--- src/design/bsp_pkg.sv ---
// ----------------------------------------------------------------------------
// bsp_pkg
// Shared types and constants for the 24-bit BMP stream parser.
// ----------------------------------------------------------------------------
package bsp_pkg;

    localparam int HEADER_BYTES = 54;
    localparam int HDR_IDX_W    = 6;
    localparam int WIDTH_OFS    = 18;
    localparam int HEIGHT_OFS   = 22;
    localparam int FIELD_BYTES  = 4;

    localparam int COORD_W      = 12;
    localparam int DIM_OUT_W    = 13;
    localparam int COLOR_W      = 8;

    // Word classes handed from the front end to the back end
    typedef enum logic [2:0] {
        CLS_START,      // start of file, header byte 0
        CLS_WIDTH,      // one byte of the width field
        CLS_HEIGHT,     // one byte of the height field
        CLS_HDR_LAST,   // final header byte, size check
        CLS_BODY        // byte after the header
    } item_cls_t;

    typedef struct packed {
        item_cls_t          cls;
        logic [1:0]         lane;   // byte lane within width/height field
        logic [COLOR_W-1:0] data;
    } q_item_t;

endpackage

--- src/design/bmp24_stream_parser.sv ---
// ----------------------------------------------------------------------------
// bmp24_stream_parser
// Streaming 24-bit BMP decoder: one file byte per word in, one pixel out.
// ----------------------------------------------------------------------------
//
//  Channel  Handshake            Payload
//  -------  -------------------  ---------------------------------------------
//  in       in_valid/in_ready    data_byte, start_of_file
//  out      out_valid/out_ready  pixel_row, pixel_column, red, green, blue,
//                                last_pixel, image_width, image_height,
//                                size_error
//
//  One byte per cycle sustained while out_ready stays high; a pixel result
//  leaves one register stage after its red byte reaches the back end.
//  The front end classifies bytes; a two-entry queue separates it from the
//  back end, so input is taken while a result waits on out_ready.
//  Async reset (rst_n low) returns both ends to idle and empties the queue.
//  An out stall backs up the queue; in_ready drops once it holds two words.
//
module bmp24_stream_parser #(
    parameter int MAX_DIM = 4096
) (
    input  logic                            clk,
    input  logic                            rst_n,
    input  logic                            in_valid,
    output logic                            in_ready,
    input  logic [bsp_pkg::COLOR_W-1:0]     data_byte,
    input  logic                            start_of_file,
    output logic                            out_valid,
    input  logic                            out_ready,
    output logic [bsp_pkg::COORD_W-1:0]     pixel_row,
    output logic [bsp_pkg::COORD_W-1:0]     pixel_column,
    output logic [bsp_pkg::COLOR_W-1:0]     red,
    output logic [bsp_pkg::COLOR_W-1:0]     green,
    output logic [bsp_pkg::COLOR_W-1:0]     blue,
    output logic                            last_pixel,
    output logic [bsp_pkg::DIM_OUT_W-1:0]   image_width,
    output logic [bsp_pkg::DIM_OUT_W-1:0]   image_height,
    output logic                            size_error
);

    // Front-to-queue and queue-to-back words
    bsp_pkg::q_item_t  push_item;
    bsp_pkg::q_item_t  head_item;
    logic              q_push;
    logic              q_full;
    logic              q_valid;
    logic              q_pop;

    // Header byte counting and classification; drops bytes that carry nothing
    bsp_front u_front (
        .clk           (clk),
        .rst_n         (rst_n),
        .in_valid      (in_valid),
        .in_ready      (in_ready),
        .data_byte     (data_byte),
        .start_of_file (start_of_file),
        .q_full        (q_full),
        .q_push        (q_push),
        .q_item        (push_item)
    );

    bsp_queue u_queue (
        .clk       (clk),
        .rst_n     (rst_n),
        .push      (q_push),
        .push_item (push_item),
        .full      (q_full),
        .pop       (q_pop),
        .valid     (q_valid),
        .head      (head_item)
    );

    // Size check, pixel walk with row padding, result register
    bsp_back #(
        .MAX_DIM (MAX_DIM)
    ) u_back (
        .clk          (clk),
        .rst_n        (rst_n),
        .q_valid      (q_valid),
        .q_item       (head_item),
        .q_pop        (q_pop),
        .out_valid    (out_valid),
        .out_ready    (out_ready),
        .pixel_row    (pixel_row),
        .pixel_column (pixel_column),
        .red          (red),
        .green        (green),
        .blue         (blue),
        .last_pixel   (last_pixel),
        .image_width  (image_width),
        .image_height (image_height),
        .size_error   (size_error)
    );

endmodule

--- src/design/bsp_front.sv ---
// ----------------------------------------------------------------------------
// bsp_front
// Accepts input words, tracks the header position and classifies each word.
// ----------------------------------------------------------------------------
module bsp_front (
    input  logic                          clk,
    input  logic                          rst_n,
    input  logic                          in_valid,
    output logic                          in_ready,
    input  logic [bsp_pkg::COLOR_W-1:0]   data_byte,
    input  logic                          start_of_file,
    input  logic                          q_full,
    output logic                          q_push,
    output bsp_pkg::q_item_t              q_item
);

    typedef enum logic [1:0] {
        F_IDLE,
        F_HEADER,
        F_BODY
    } front_state_t;

    front_state_t                       state_reg, state_next;
    logic [bsp_pkg::HDR_IDX_W-1:0]      idx_reg, idx_next;
    logic [bsp_pkg::HDR_IDX_W-1:0]      w_off;
    logic [bsp_pkg::HDR_IDX_W-1:0]      h_off;
    logic                               accept;
    logic                               in_width;
    logic                               in_height;
    logic                               is_last;

    assign in_ready = !q_full;
    assign accept   = in_valid && in_ready;

    assign w_off     = idx_reg - bsp_pkg::HDR_IDX_W'(bsp_pkg::WIDTH_OFS);
    assign h_off     = idx_reg - bsp_pkg::HDR_IDX_W'(bsp_pkg::HEIGHT_OFS);
    assign in_width  = (idx_reg >= bsp_pkg::HDR_IDX_W'(bsp_pkg::WIDTH_OFS)) &&
                       (w_off < bsp_pkg::HDR_IDX_W'(bsp_pkg::FIELD_BYTES));
    assign in_height = (idx_reg >= bsp_pkg::HDR_IDX_W'(bsp_pkg::HEIGHT_OFS)) &&
                       (h_off < bsp_pkg::HDR_IDX_W'(bsp_pkg::FIELD_BYTES));
    assign is_last   = (idx_reg == bsp_pkg::HDR_IDX_W'(bsp_pkg::HEADER_BYTES - 1));

    always_comb
    begin
        state_next  = state_reg;
        idx_next    = idx_reg;
        q_push      = 1'b0;
        q_item.cls  = bsp_pkg::CLS_BODY;
        q_item.lane = 2'd0;
        q_item.data = data_byte;
        if (accept)
        begin
            priority if (start_of_file)
            begin
                q_push     = 1'b1;
                q_item.cls = bsp_pkg::CLS_START;
                state_next = F_HEADER;
                idx_next   = bsp_pkg::HDR_IDX_W'(1);
            end
            else if (state_reg == F_HEADER)
            begin
                idx_next = idx_reg + bsp_pkg::HDR_IDX_W'(1);
                priority if (in_width)
                begin
                    q_push      = 1'b1;
                    q_item.cls  = bsp_pkg::CLS_WIDTH;
                    q_item.lane = w_off[1:0];
                end
                else if (in_height)
                begin
                    q_push      = 1'b1;
                    q_item.cls  = bsp_pkg::CLS_HEIGHT;
                    q_item.lane = h_off[1:0];
                end
                else if (is_last)
                begin
                    q_push     = 1'b1;
                    q_item.cls = bsp_pkg::CLS_HDR_LAST;
                    state_next = F_BODY;
                end
                else
                begin
                    q_push = 1'b0;      // header byte with no meaning here
                end
            end
            else if (state_reg == F_BODY)
            begin
                q_push = 1'b1;
            end
            else
            begin
                q_push = 1'b0;          // no start seen yet
            end
        end
    end

    always_ff @(posedge clk or negedge rst_n)
    begin
        if (!rst_n)
        begin
            state_reg <= F_IDLE;
            idx_reg   <= '0;
        end
        else
        begin
            state_reg <= state_next;
            idx_reg   <= idx_next;
        end
    end

endmodule

--- src/design/bsp_queue.sv ---
// ----------------------------------------------------------------------------
// bsp_queue
// Two-entry queue of classified words between front and back end.
// ----------------------------------------------------------------------------
module bsp_queue (
    input  logic               clk,
    input  logic               rst_n,
    input  logic               push,
    input  bsp_pkg::q_item_t   push_item,
    output logic               full,
    input  logic               pop,
    output logic               valid,
    output bsp_pkg::q_item_t   head
);

    bsp_pkg::q_item_t  mem_reg [2];
    logic              wr_ptr_reg, wr_ptr_next;
    logic              rd_ptr_reg, rd_ptr_next;
    logic [1:0]        count_reg, count_next;
    logic              do_push;
    logic              do_pop;

    assign full    = (count_reg == 2'd2);
    assign valid   = (count_reg != 2'd0);
    assign head    = mem_reg[rd_ptr_reg];
    assign do_push = push && !full;
    assign do_pop  = pop && valid;

    always_comb
    begin
        wr_ptr_next = wr_ptr_reg ^ do_push;
        rd_ptr_next = rd_ptr_reg ^ do_pop;
        count_next  = count_reg + {1'b0, do_push} - {1'b0, do_pop};
    end

    always_ff @(posedge clk or negedge rst_n)
    begin
        if (!rst_n)
        begin
            wr_ptr_reg <= 1'b0;
            rd_ptr_reg <= 1'b0;
            count_reg  <= 2'd0;
        end
        else
        begin
            wr_ptr_reg <= wr_ptr_next;
            rd_ptr_reg <= rd_ptr_next;
            count_reg  <= count_next;
        end
    end

    always_ff @(posedge clk)
    begin
        if (do_push)
        begin
            mem_reg[wr_ptr_reg] <= push_item;
        end
    end

endmodule

--- src/design/bsp_back.sv ---
// ----------------------------------------------------------------------------
// bsp_back
// Collects size fields, checks them, walks pixels and drives the result.
// ----------------------------------------------------------------------------
module bsp_back #(
    parameter int MAX_DIM = 4096
) (
    input  logic                            clk,
    input  logic                            rst_n,
    input  logic                            q_valid,
    input  bsp_pkg::q_item_t                q_item,
    output logic                            q_pop,
    output logic                            out_valid,
    input  logic                            out_ready,
    output logic [bsp_pkg::COORD_W-1:0]     pixel_row,
    output logic [bsp_pkg::COORD_W-1:0]     pixel_column,
    output logic [bsp_pkg::COLOR_W-1:0]     red,
    output logic [bsp_pkg::COLOR_W-1:0]     green,
    output logic [bsp_pkg::COLOR_W-1:0]     blue,
    output logic                            last_pixel,
    output logic [bsp_pkg::DIM_OUT_W-1:0]   image_width,
    output logic [bsp_pkg::DIM_OUT_W-1:0]   image_height,
    output logic                            size_error
);

    localparam int DIM_W = $clog2(MAX_DIM + 1);

    typedef enum logic [1:0] {
        B_IDLE,
        B_HEADER,
        B_PIXELS,
        B_DONE
    } back_state_t;

    back_state_t                    state_reg, state_next;
    logic [31:0]                    width_word_reg, width_word_next;
    logic [31:0]                    height_word_reg, height_word_next;
    logic                           bottom_up_reg, bottom_up_next;
    logic [DIM_W-1:0]               width_dim_reg, width_dim_next;
    logic [DIM_W-1:0]               height_dim_reg, height_dim_next;
    logic [DIM_W-1:0]               w_m1_reg, w_m1_next;
    logic [DIM_W-1:0]               h_m1_reg, h_m1_next;
    logic [DIM_W-1:0]               row_reg, row_next;
    logic [DIM_W-1:0]               col_reg, col_next;
    logic [1:0]                     triple_reg, triple_next;
    logic [1:0]                     pad_reg, pad_next;
    logic [bsp_pkg::COLOR_W-1:0]    blue_hold_reg, blue_hold_next;
    logic [bsp_pkg::COLOR_W-1:0]    green_hold_reg, green_hold_next;

    logic                           out_valid_reg, out_valid_next;
    logic [bsp_pkg::COORD_W-1:0]    row_out_reg, col_out_reg;
    logic [bsp_pkg::COLOR_W-1:0]    red_reg, green_reg, blue_reg;
    logic                           last_reg;
    logic [bsp_pkg::DIM_OUT_W-1:0]  width_out_reg, height_out_reg;
    logic                           err_reg;

    logic                           emit;
    logic                           emit_err;
    logic                           pix_last;
    logic [31:0]                    h_mag32;
    logic                           size_bad;
    logic [DIM_W-1:0]               row_val;
    logic [31:0]                    row32, col32, wd32, hd32;

    assign q_pop = q_valid && (!out_valid_reg || out_ready);

    // Height magnitude and size check for the final header byte
    assign h_mag32  = height_word_reg[31] ? (~height_word_reg + 32'd1) : height_word_reg;
    assign size_bad = width_word_reg[31] || (width_word_reg == 32'd0) ||
                      (width_word_reg > 32'(MAX_DIM)) ||
                      (h_mag32 == 32'd0) || (h_mag32 > 32'(MAX_DIM));

    assign row_val  = bottom_up_reg ? (h_m1_reg - row_reg) : row_reg;
    assign pix_last = (row_reg == h_m1_reg) && (col_reg == w_m1_reg);
    assign row32    = 32'(row_val);
    assign col32    = 32'(col_reg);
    assign wd32     = 32'(width_dim_reg);
    assign hd32     = 32'(height_dim_reg);

    always_comb
    begin
        state_next       = state_reg;
        width_word_next  = width_word_reg;
        height_word_next = height_word_reg;
        bottom_up_next   = bottom_up_reg;
        width_dim_next   = width_dim_reg;
        height_dim_next  = height_dim_reg;
        w_m1_next        = w_m1_reg;
        h_m1_next        = h_m1_reg;
        row_next         = row_reg;
        col_next         = col_reg;
        triple_next      = triple_reg;
        pad_next         = pad_reg;
        blue_hold_next   = blue_hold_reg;
        green_hold_next  = green_hold_reg;
        emit             = 1'b0;
        emit_err         = 1'b0;

        if (q_pop)
        begin
            unique case (q_item.cls)
                bsp_pkg::CLS_START:
                begin
                    state_next       = B_HEADER;
                    width_word_next  = '0;
                    height_word_next = '0;
                    bottom_up_next   = 1'b1;
                    blue_hold_next   = '0;
                    green_hold_next  = '0;
                    row_next         = '0;
                    col_next         = '0;
                    triple_next      = 2'd0;
                    pad_next         = 2'd0;
                end
                bsp_pkg::CLS_WIDTH:
                begin
                    width_word_next[{q_item.lane, 3'b000} +: 8] = q_item.data;
                end
                bsp_pkg::CLS_HEIGHT:
                begin
                    height_word_next[{q_item.lane, 3'b000} +: 8] = q_item.data;
                end
                bsp_pkg::CLS_HDR_LAST:
                begin
                    bottom_up_next = !height_word_reg[31];
                    if (size_bad)
                    begin
                        state_next = B_DONE;
                        emit       = 1'b1;
                        emit_err   = 1'b1;
                    end
                    else
                    begin
                        state_next      = B_PIXELS;
                        width_dim_next  = width_word_reg[DIM_W-1:0];
                        height_dim_next = h_mag32[DIM_W-1:0];
                        w_m1_next       = width_word_reg[DIM_W-1:0] - DIM_W'(1);
                        h_m1_next       = h_mag32[DIM_W-1:0] - DIM_W'(1);
                        row_next        = '0;
                        col_next        = '0;
                        triple_next     = 2'd0;
                        pad_next        = 2'd0;
                    end
                end
                bsp_pkg::CLS_BODY:
                begin
                    if (state_reg == B_PIXELS)
                    begin
                        priority if (pad_reg != 2'd0)
                        begin
                            pad_next = pad_reg - 2'd1;
                            if (pad_reg == 2'd1)
                            begin
                                row_next = row_reg + DIM_W'(1);
                            end
                        end
                        else if (triple_reg == 2'd0)
                        begin
                            blue_hold_next = q_item.data;
                            triple_next    = 2'd1;
                        end
                        else if (triple_reg == 2'd1)
                        begin
                            green_hold_next = q_item.data;
                            triple_next     = 2'd2;
                        end
                        else
                        begin
                            triple_next = 2'd0;
                            emit        = 1'b1;
                            if (pix_last)
                            begin
                                state_next = B_DONE;
                            end
                            else if (col_reg == w_m1_reg)
                            begin
                                col_next = '0;
                                pad_next = wd32[1:0];
                                if (wd32[1:0] == 2'd0)
                                begin
                                    row_next = row_reg + DIM_W'(1);
                                end
                            end
                            else
                            begin
                                col_next = col_reg + DIM_W'(1);
                            end
                        end
                    end
                end
                default:
                begin
                    state_next = state_reg;
                end
            endcase
        end

        out_valid_next = emit || (out_valid_reg && !out_ready);
    end

    always_ff @(posedge clk or negedge rst_n)
    begin
        if (!rst_n)
        begin
            state_reg     <= B_IDLE;
            out_valid_reg <= 1'b0;
        end
        else
        begin
            state_reg     <= state_next;
            out_valid_reg <= out_valid_next;
        end
    end

    // Working registers and the result register
    always_ff @(posedge clk)
    begin
        width_word_reg  <= width_word_next;
        height_word_reg <= height_word_next;
        bottom_up_reg   <= bottom_up_next;
        width_dim_reg   <= width_dim_next;
        height_dim_reg  <= height_dim_next;
        w_m1_reg        <= w_m1_next;
        h_m1_reg        <= h_m1_next;
        row_reg         <= row_next;
        col_reg         <= col_next;
        triple_reg      <= triple_next;
        pad_reg         <= pad_next;
        blue_hold_reg   <= blue_hold_next;
        green_hold_reg  <= green_hold_next;
        if (emit)
        begin
            if (emit_err)
            begin
                row_out_reg    <= '0;
                col_out_reg    <= '0;
                red_reg        <= '0;
                green_reg      <= '0;
                blue_reg       <= '0;
                last_reg       <= 1'b0;
                width_out_reg  <= '0;
                height_out_reg <= '0;
                err_reg        <= 1'b1;
            end
            else
            begin
                row_out_reg    <= row32[bsp_pkg::COORD_W-1:0];
                col_out_reg    <= col32[bsp_pkg::COORD_W-1:0];
                red_reg        <= q_item.data;
                green_reg      <= green_hold_reg;
                blue_reg       <= blue_hold_reg;
                last_reg       <= pix_last;
                width_out_reg  <= wd32[bsp_pkg::DIM_OUT_W-1:0];
                height_out_reg <= hd32[bsp_pkg::DIM_OUT_W-1:0];
                err_reg        <= 1'b0;
            end
        end
    end

    assign out_valid    = out_valid_reg;
    assign pixel_row    = row_out_reg;
    assign pixel_column = col_out_reg;
    assign red          = red_reg;
    assign green        = green_reg;
    assign blue         = blue_reg;
    assign last_pixel   = last_reg;
    assign image_width  = width_out_reg;
    assign image_height = height_out_reg;
    assign size_error   = err_reg;

endmodule

--- config.mk ---
export PLATFORM = sky130hd
export DESIGN_NAME = bmp24_stream_parser
export DESIGN_NICKNAME = d
export VERILOG_FILES = /design/src/design/bsp_pkg.sv /design/src/design/bmp24_stream_parser.sv /design/src/design/bsp_front.sv /design/src/design/bsp_queue.sv /design/src/design/bsp_back.sv
export SDC_FILE = /design/constraint.sdc
export NUM_CORES = 1
export LEC_CHECK = 0
export BUFFER_PORTS_ARGS = -buffer_cell sky130_fd_sc_hd__buf_2
export CELL_PAD_IN_SITES_DETAIL_PLACEMENT = 1
export CELL_PAD_IN_SITES_GLOBAL_PLACEMENT = 2
export CORE_MARGIN = 10
export CORE_UTILIZATION = 40
export CTS_BUF_LIST = sky130_fd_sc_hd__clkbuf_4 sky130_fd_sc_hd__clkbuf_8
export DETAILED_ROUTE_END_ITERATION = 10
export PLACE_DENSITY_LB_ADDON = 0.1
export SYNTH_ARGS = -nofsm -noshare
export SYNTH_HDL_FRONTEND = slang
export SYNTH_HIERARCHICAL = 1
export SYNTH_SLANG_ARGS = --single-unit
--- constraint.sdc ---
create_clock -name clk -period 16.97 [get_ports clk]
set_clock_uncertainty 0.15 [all_clocks]
set_input_delay 4.2425 -clock clk [delete_from_list [all_inputs] [get_ports clk]]
set_output_delay 4.2425 -clock clk [all_outputs]
set_load 0.01 [all_outputs]
# ---- Yosys cells after proc, flatten, opt, wreduce, memory -nomap -nowiden
# Memories as Yosys holds them, arrays and structs flattened.
# Index checks and enable logic that the tools add are counted.
dict set report totals {
  reg_bits 254
  latch_bits 0
  ram_bits 26
  romBits 0
  input_bits 13
  output_inout_bits 78
  elab_cells 217
  n_memories 1
}
# name words word_bits rd rd_ports_with_merged_regs write_ports line
set mem_list {}
lappend mem_list {u_queue.mem_reg 2 13 1 0 1 bsp_queue.sv:16} ;# bsp_pkg::q_item_t mem_reg [2];
dict set report classes {
  addsub 13
  multipliers 0
  div 0
  order_cmp 6
  n_eq_ne 30
  shift 2
  mux 87
  n_bitwise 4
  n_reduce_logical 45
}
# operator count
set ops {}
lappend ops {{$mux 13} 15}
lappend ops {{$pmux 32 s2} 2}
lappend ops {{$pmux 13 s3} 2}
lappend ops {{$bwmux 32} 2}
lappend ops {{$gt 32x13->1 const B} 2}
lappend ops {{$logic_not 32->1} 2}
lappend ops {{$mux 8} 7}
lappend ops {{$mux 2} 23}
lappend ops {{$add 32x1->32 const B} 1}
lappend ops {{$mux 32} 1}
lappend ops {{$not 32->32} 1}
lappend ops {{$pmux 8 s2} 2}
lappend ops {{$shift 8x7->32 const A} 1}
lappend ops {{$shiftx 8x7->32} 1}
lappend ops {{$add 13x1->13 const B} 2}
lappend ops {{$eq 13x13->1} 2}
lappend ops {{$sub 13x1->13 const B} 2}
lappend ops {{$mux 1} 19}
lappend ops {{$pmux 2 s3} 3}
lappend ops {{$reduce_and 8->1} 2}
lappend ops {{$reduce_bool 2->1} 8}
lappend ops {{$mux 5} 3}
lappend ops {{$reduce_and 5->1} 3}
lappend ops {{$ne 2x2->1 const B} 7}
lappend ops {{36 further kinds} 74}

# ---- Depth between registers and ports, before layout
dict set report logic_depth {
  ltp_word 11
  mapped_depth 13
  ltp_nobuf 12
}

# ---- Hierarchy
# Netlist, hierarchy kept.
# mod instances cells_per_inst area_each_um2 seq_area_each_um2
set by_module_without_submodules {}
lappend by_module_without_submodules {bsp_back 1 1026 12017.8 7252.0}
lappend by_module_without_submodules {bsp_queue 1 60 1159.9 880.8}
lappend by_module_without_submodules {bsp_front 1 81 698.2 200.2}

# ---- Least setup slack after synthesis
# No wires, ideal clock.
dict set report synth_timing {
  path_kind {in2reg}
  from {input out_ready}
  to {register u_back.h_m1_reg[0] (enable)}
  setup_time_ns 0.537
  arrival_ns 8.369
  required_ns 16.283
  path_slack_ns 7.914
  stages 3
  path_buffers 0
  path_cell_list {nand2b_1 -> nand2_1 -> nor3b_1}
}
dict set report synth_between {
  elab_chain_len 3
}
# item line
set synth_lines {}
lappend synth_lines {{start, declared} bmp24_stream_parser.sv:30} ;# input logic out_ready,
lappend synth_lines {{$logic_or 1x1->1} bsp_back.sv:65} ;# assign q_pop = q_valid && (!out_valid_reg || out_ready);
lappend synth_lines {{$logic_and 1x1->1} bsp_back.sv:65}
lappend synth_lines {{$reduce_and 3->1 (no source line)} --}
lappend synth_lines {{end signal, assigned} bsp_back.sv:224} ;# h_m1_reg <= h_m1_next;
lappend synth_lines {{end, declared} bsp_back.sv:42} ;# logic [DIM_W-1:0] h_m1_reg, h_m1_next;
# Every way passes these cells.
# A chain may end at the register's enable or synchronous reset.

# ---- Final worst setup path
dict set report layout_timing {
  from {input in_valid}
  to {memory u_queue/mem_reg[1][1] in the netlist's numbering (enable)}
}
dict set report layout_between {
  elab_chain_len 5
}
# item line
set layout_lines {}
lappend layout_lines {{start, declared} bmp24_stream_parser.sv:25} ;# input logic in_valid,
lappend layout_lines {{$logic_and 1x1->1} bsp_front.sv:33} ;# assign accept = in_valid && in_ready;
lappend layout_lines {{$mux 1} bsp_front.sv:51} ;# if (accept)
lappend layout_lines {{net q_push} bmp24_stream_parser.sv:45} ;# logic q_push;
lappend layout_lines {{$logic_and 1x1->1} bsp_queue.sv:26} ;# assign do_push = push && !full;
lappend layout_lines {{$mux 1} bsp_queue.sv:54} ;# if (do_push)
lappend layout_lines {{$mux 1 (implied by the code)} bsp_queue.sv:56} ;# mem_reg[wr_ptr_reg] <= push_item;
lappend layout_lines {{end, declared} bsp_queue.sv:16}
# The timed path passes the listed nets, and every way through them passes these cells.

==> results_dict.tcl <==
set metrics [dict create \
    status "completed" \
    port_buffers 90 \
    drt_pass1_iterations 5 \
    drc 0 \
    ys_types 68 \
    hp-class "register to register" \
    grt_setup_unrepaired "false" \
    initial_core_util_pct 40.4 \
    final_common_cell "edfxtp_1" \
    yosys.area.top_type "edfxtp_1" \
    synth_nets 1211 \
    antenna_left 0 \
    detailed_place_hpwl_um 23700 \
    seq_area_frac_synth_pct 60.1 \
    maxSlewHeadroom_pct 29.2 \
    clkSinkCount 280 \
    design_area_mm2 0.0157 \
    antenna_found_initial 2 \
    placed_cells 1667 \
    nets 1306 \
    combPwrFrac_pct 25.6 \
    register_area_mm2 0.00833 \
    multi_input_area_mm2 0.00511 \
    path_max_fanout 13 \
    first_iter_violations 458 \
    power_frac_clock_pct 29.2 \
    cts_tree "done" \
    antenna_cells 0 \
    post_cts_buffers 0 \
    wl_per_cell_um 19.4 \
    synth_edf_count 265 \
    power.total_mw 2.27 \
    fmax_mhz 168 \
    ctsResizeCount 0 \
    wl_um 34000 \
    final_cells 1754 \
    crit_type "input pin to register" \
    cts-root-buf "clkbuf_8" \
    num_vias 9127 \
    yosysWarnings 6 \
    cts-hold-fix-buffers 0 \
    cts.reportedPaths.clkPinSlew_ps 60 \
    finalSetupTns_ps 0 \
    gp_congestion 0.776 \
    pwr-share-seq_pct 45.2 \
    cp.arrival_ps 6010 \
    start_kind "input pin" \
    grt_max_degree 78 \
    die_y_um 206 \
    hold_slack_ps 370 \
    fin_crit_sh_pct 35.1 \
    p_int_mw 1.53 \
    avgSynthCellArea_um2 11.9 \
    setup_viol 0 \
    crit_path_end_kind "register" \
    drive_above_1_share_pct 16.6 \
    chipWidth_um 206 \
    yosysTopAreaCellShare_pct 57.3 \
    post_dp_cell_area_mm2 0.0147 \
    synth_area_mm2 0.0139 \
    peakVddDrop_mv 0.0777 \
    first_global_vias 9514 \
    ys_ff_latch 280 \
    final_max_slew_viol_count 0 \
    swShare_pct 32.6 \
    grt_pass1_wl_um 54100 \
    syn_inst 1167 \
    cp.required_ps 17040 \
    fillCellCount 3693 \
    synthArstFlopShare_pct 5.36 \
    fp.coreArea_mm2 0.0344 \
    p_leak_nw 5.59 \
    cap_violations 0 \
    cts_buffers 48 \
    viasPerCell 5.20 \
    synth_top_flop_cell "edfxtp_1" \
    h-tree-depth 2 \
    overflow 0 \
    num_rows 68 \
    grtUsageTotal_pct 16.1 \
    hold_viol 0 \
    die_area_mm2 0.0425 \
    final_cell_mix "265 x edfxtp_1, 90 x buf_2, 87 x a21oi_1" \
    power_switching_mw 0.739 \
    power.density_mw_per_mm2 144 \
    clockBufferDepth 3 \
    clock_latency_ps 590 \
    area_delta_synth_final_pct 13.5 \
    ios 91 \
    ys_top_cells_by_area "edfxtp_1 57%, nand2b_1 3.4%, and2_1 3.3%, a21oi_1 3.1%, xnor2_1 2.8%" \
    post-route-min-period_ps 5950 \
    worst_pin_slew_ps 1060 \
]
[cell type report]
| cell class | instances | area share [%] |
|---|---|---|
| Clock buffer | 59 | 4.76 |
| Tap cell | 455 | 3.62 |
| Multi-Input combinational cell | 787 | 32.4 |
| Clock inverter | 28 | 1.81 |
| Sequential cell | 280 | 52.9 |
| Timing Repair Buffer | 101 | 3.39 |
| Inverter | 44 | 1.05 |
[cell usage after synthesis, types with 20 or more instances]
| cell | n |
|---|---|
| a21oi_1 | 87 |
| and2_1 | 74 |
| clkbuf_1 | 29 |
| edfxtp_1 | 265 |
| ha_1 | 30 |
| inv_1 | 44 |
| nand2_1 | 87 |
| nand2b_1 | 76 |
| nand3_1 | 20 |
| nor2_1 | 68 |
| nor3_1 | 32 |
| nor4_1 | 23 |
| o21ai_0 | 26 |
| xnor2_1 | 45 |
| xor2_1 | 39 |
[stage by stage]
stage                     setup slack [ps]  util [%]
after detailed placement             10410      42.8
after global placement               10480      42.8
after floorplan                       7910         -
after CTS                            11050      45.8
final                                11020      45.8
after global routing                 10860      45.8
[routing by layer]
layer | part of all wire, % | track usage (%) | vias up | wire length (um)
li1 | - | - | 4410 | -
met2 | 48 | 26.5 | 144 | 16300
met1 | 46 | 21.4 | 4527 | 15700
met5 | 0 | 0 | - | 0
met4 | 1.9 | 4.61 | 0 | 636
met3 | 4.1 | 2.71 | 46 | 1400
[cell families (layout without fill, tap and decap cells)]
kind of cell | Yosys count | count (layout) | synth area share [%]
buf+inv | 100 | 232 | 3.35
compound gates | 179 | 179 | 8.19
simple gates | 466 | 466 | 18.2
xor+xnor | 84 | 84 | 5.30
fa+ha+maj | 31 | 31 | 2.85
flops | 280 | 280 | 60.1
mux | 27 | 27 | 2.07
[power by group through the flow]
stage               clock [mW]  combinational, mW  sequential [mW]
floorplan                    0              0.429             1.01
global placement             0              0.576             1.04
detailed placement           0              0.589             1.04
CTS                      0.686              0.593             1.03
global route             0.716              0.655             1.04
finish                   0.662              0.580             1.03
[worst max-delay path, cell delays in order]
cell	delay (ps)
buf_2	70
nor2b_1	500
o21ai_0	190
a31oi_1	230
and2_1	190
ha_1	580
[final timing paths]
check	start	endpoint	slack (ps)	cells past startpoint
max	in_valid	u_queue/mem_reg[1][1]$_DFFE_PP_	11020	6
min	u_back/width_dim_reg[4]$_DFFE_PP_	u_back/image_width[4]$_SDFFCE_PP0P_	370	1
max reg2reg	u_back/height_word_reg[0]$_SDFFCE_PP0P_	u_back/height_dim_reg[10]$_DFFE_PP_	12050	11
min reg2reg	u_back/width_dim_reg[4]$_DFFE_PP_	u_back/image_width[4]$_SDFFCE_PP0P_	370	1
max in group asynchronous	rst_n	u_back/out_valid$_DFF_PN0_	12950	1
min in group asynchronous	rst_n	u_front/idx_reg[3]$_DFFE_PN0P_	3430	1
Note: power is estimated with default switching activity, not from simulation.
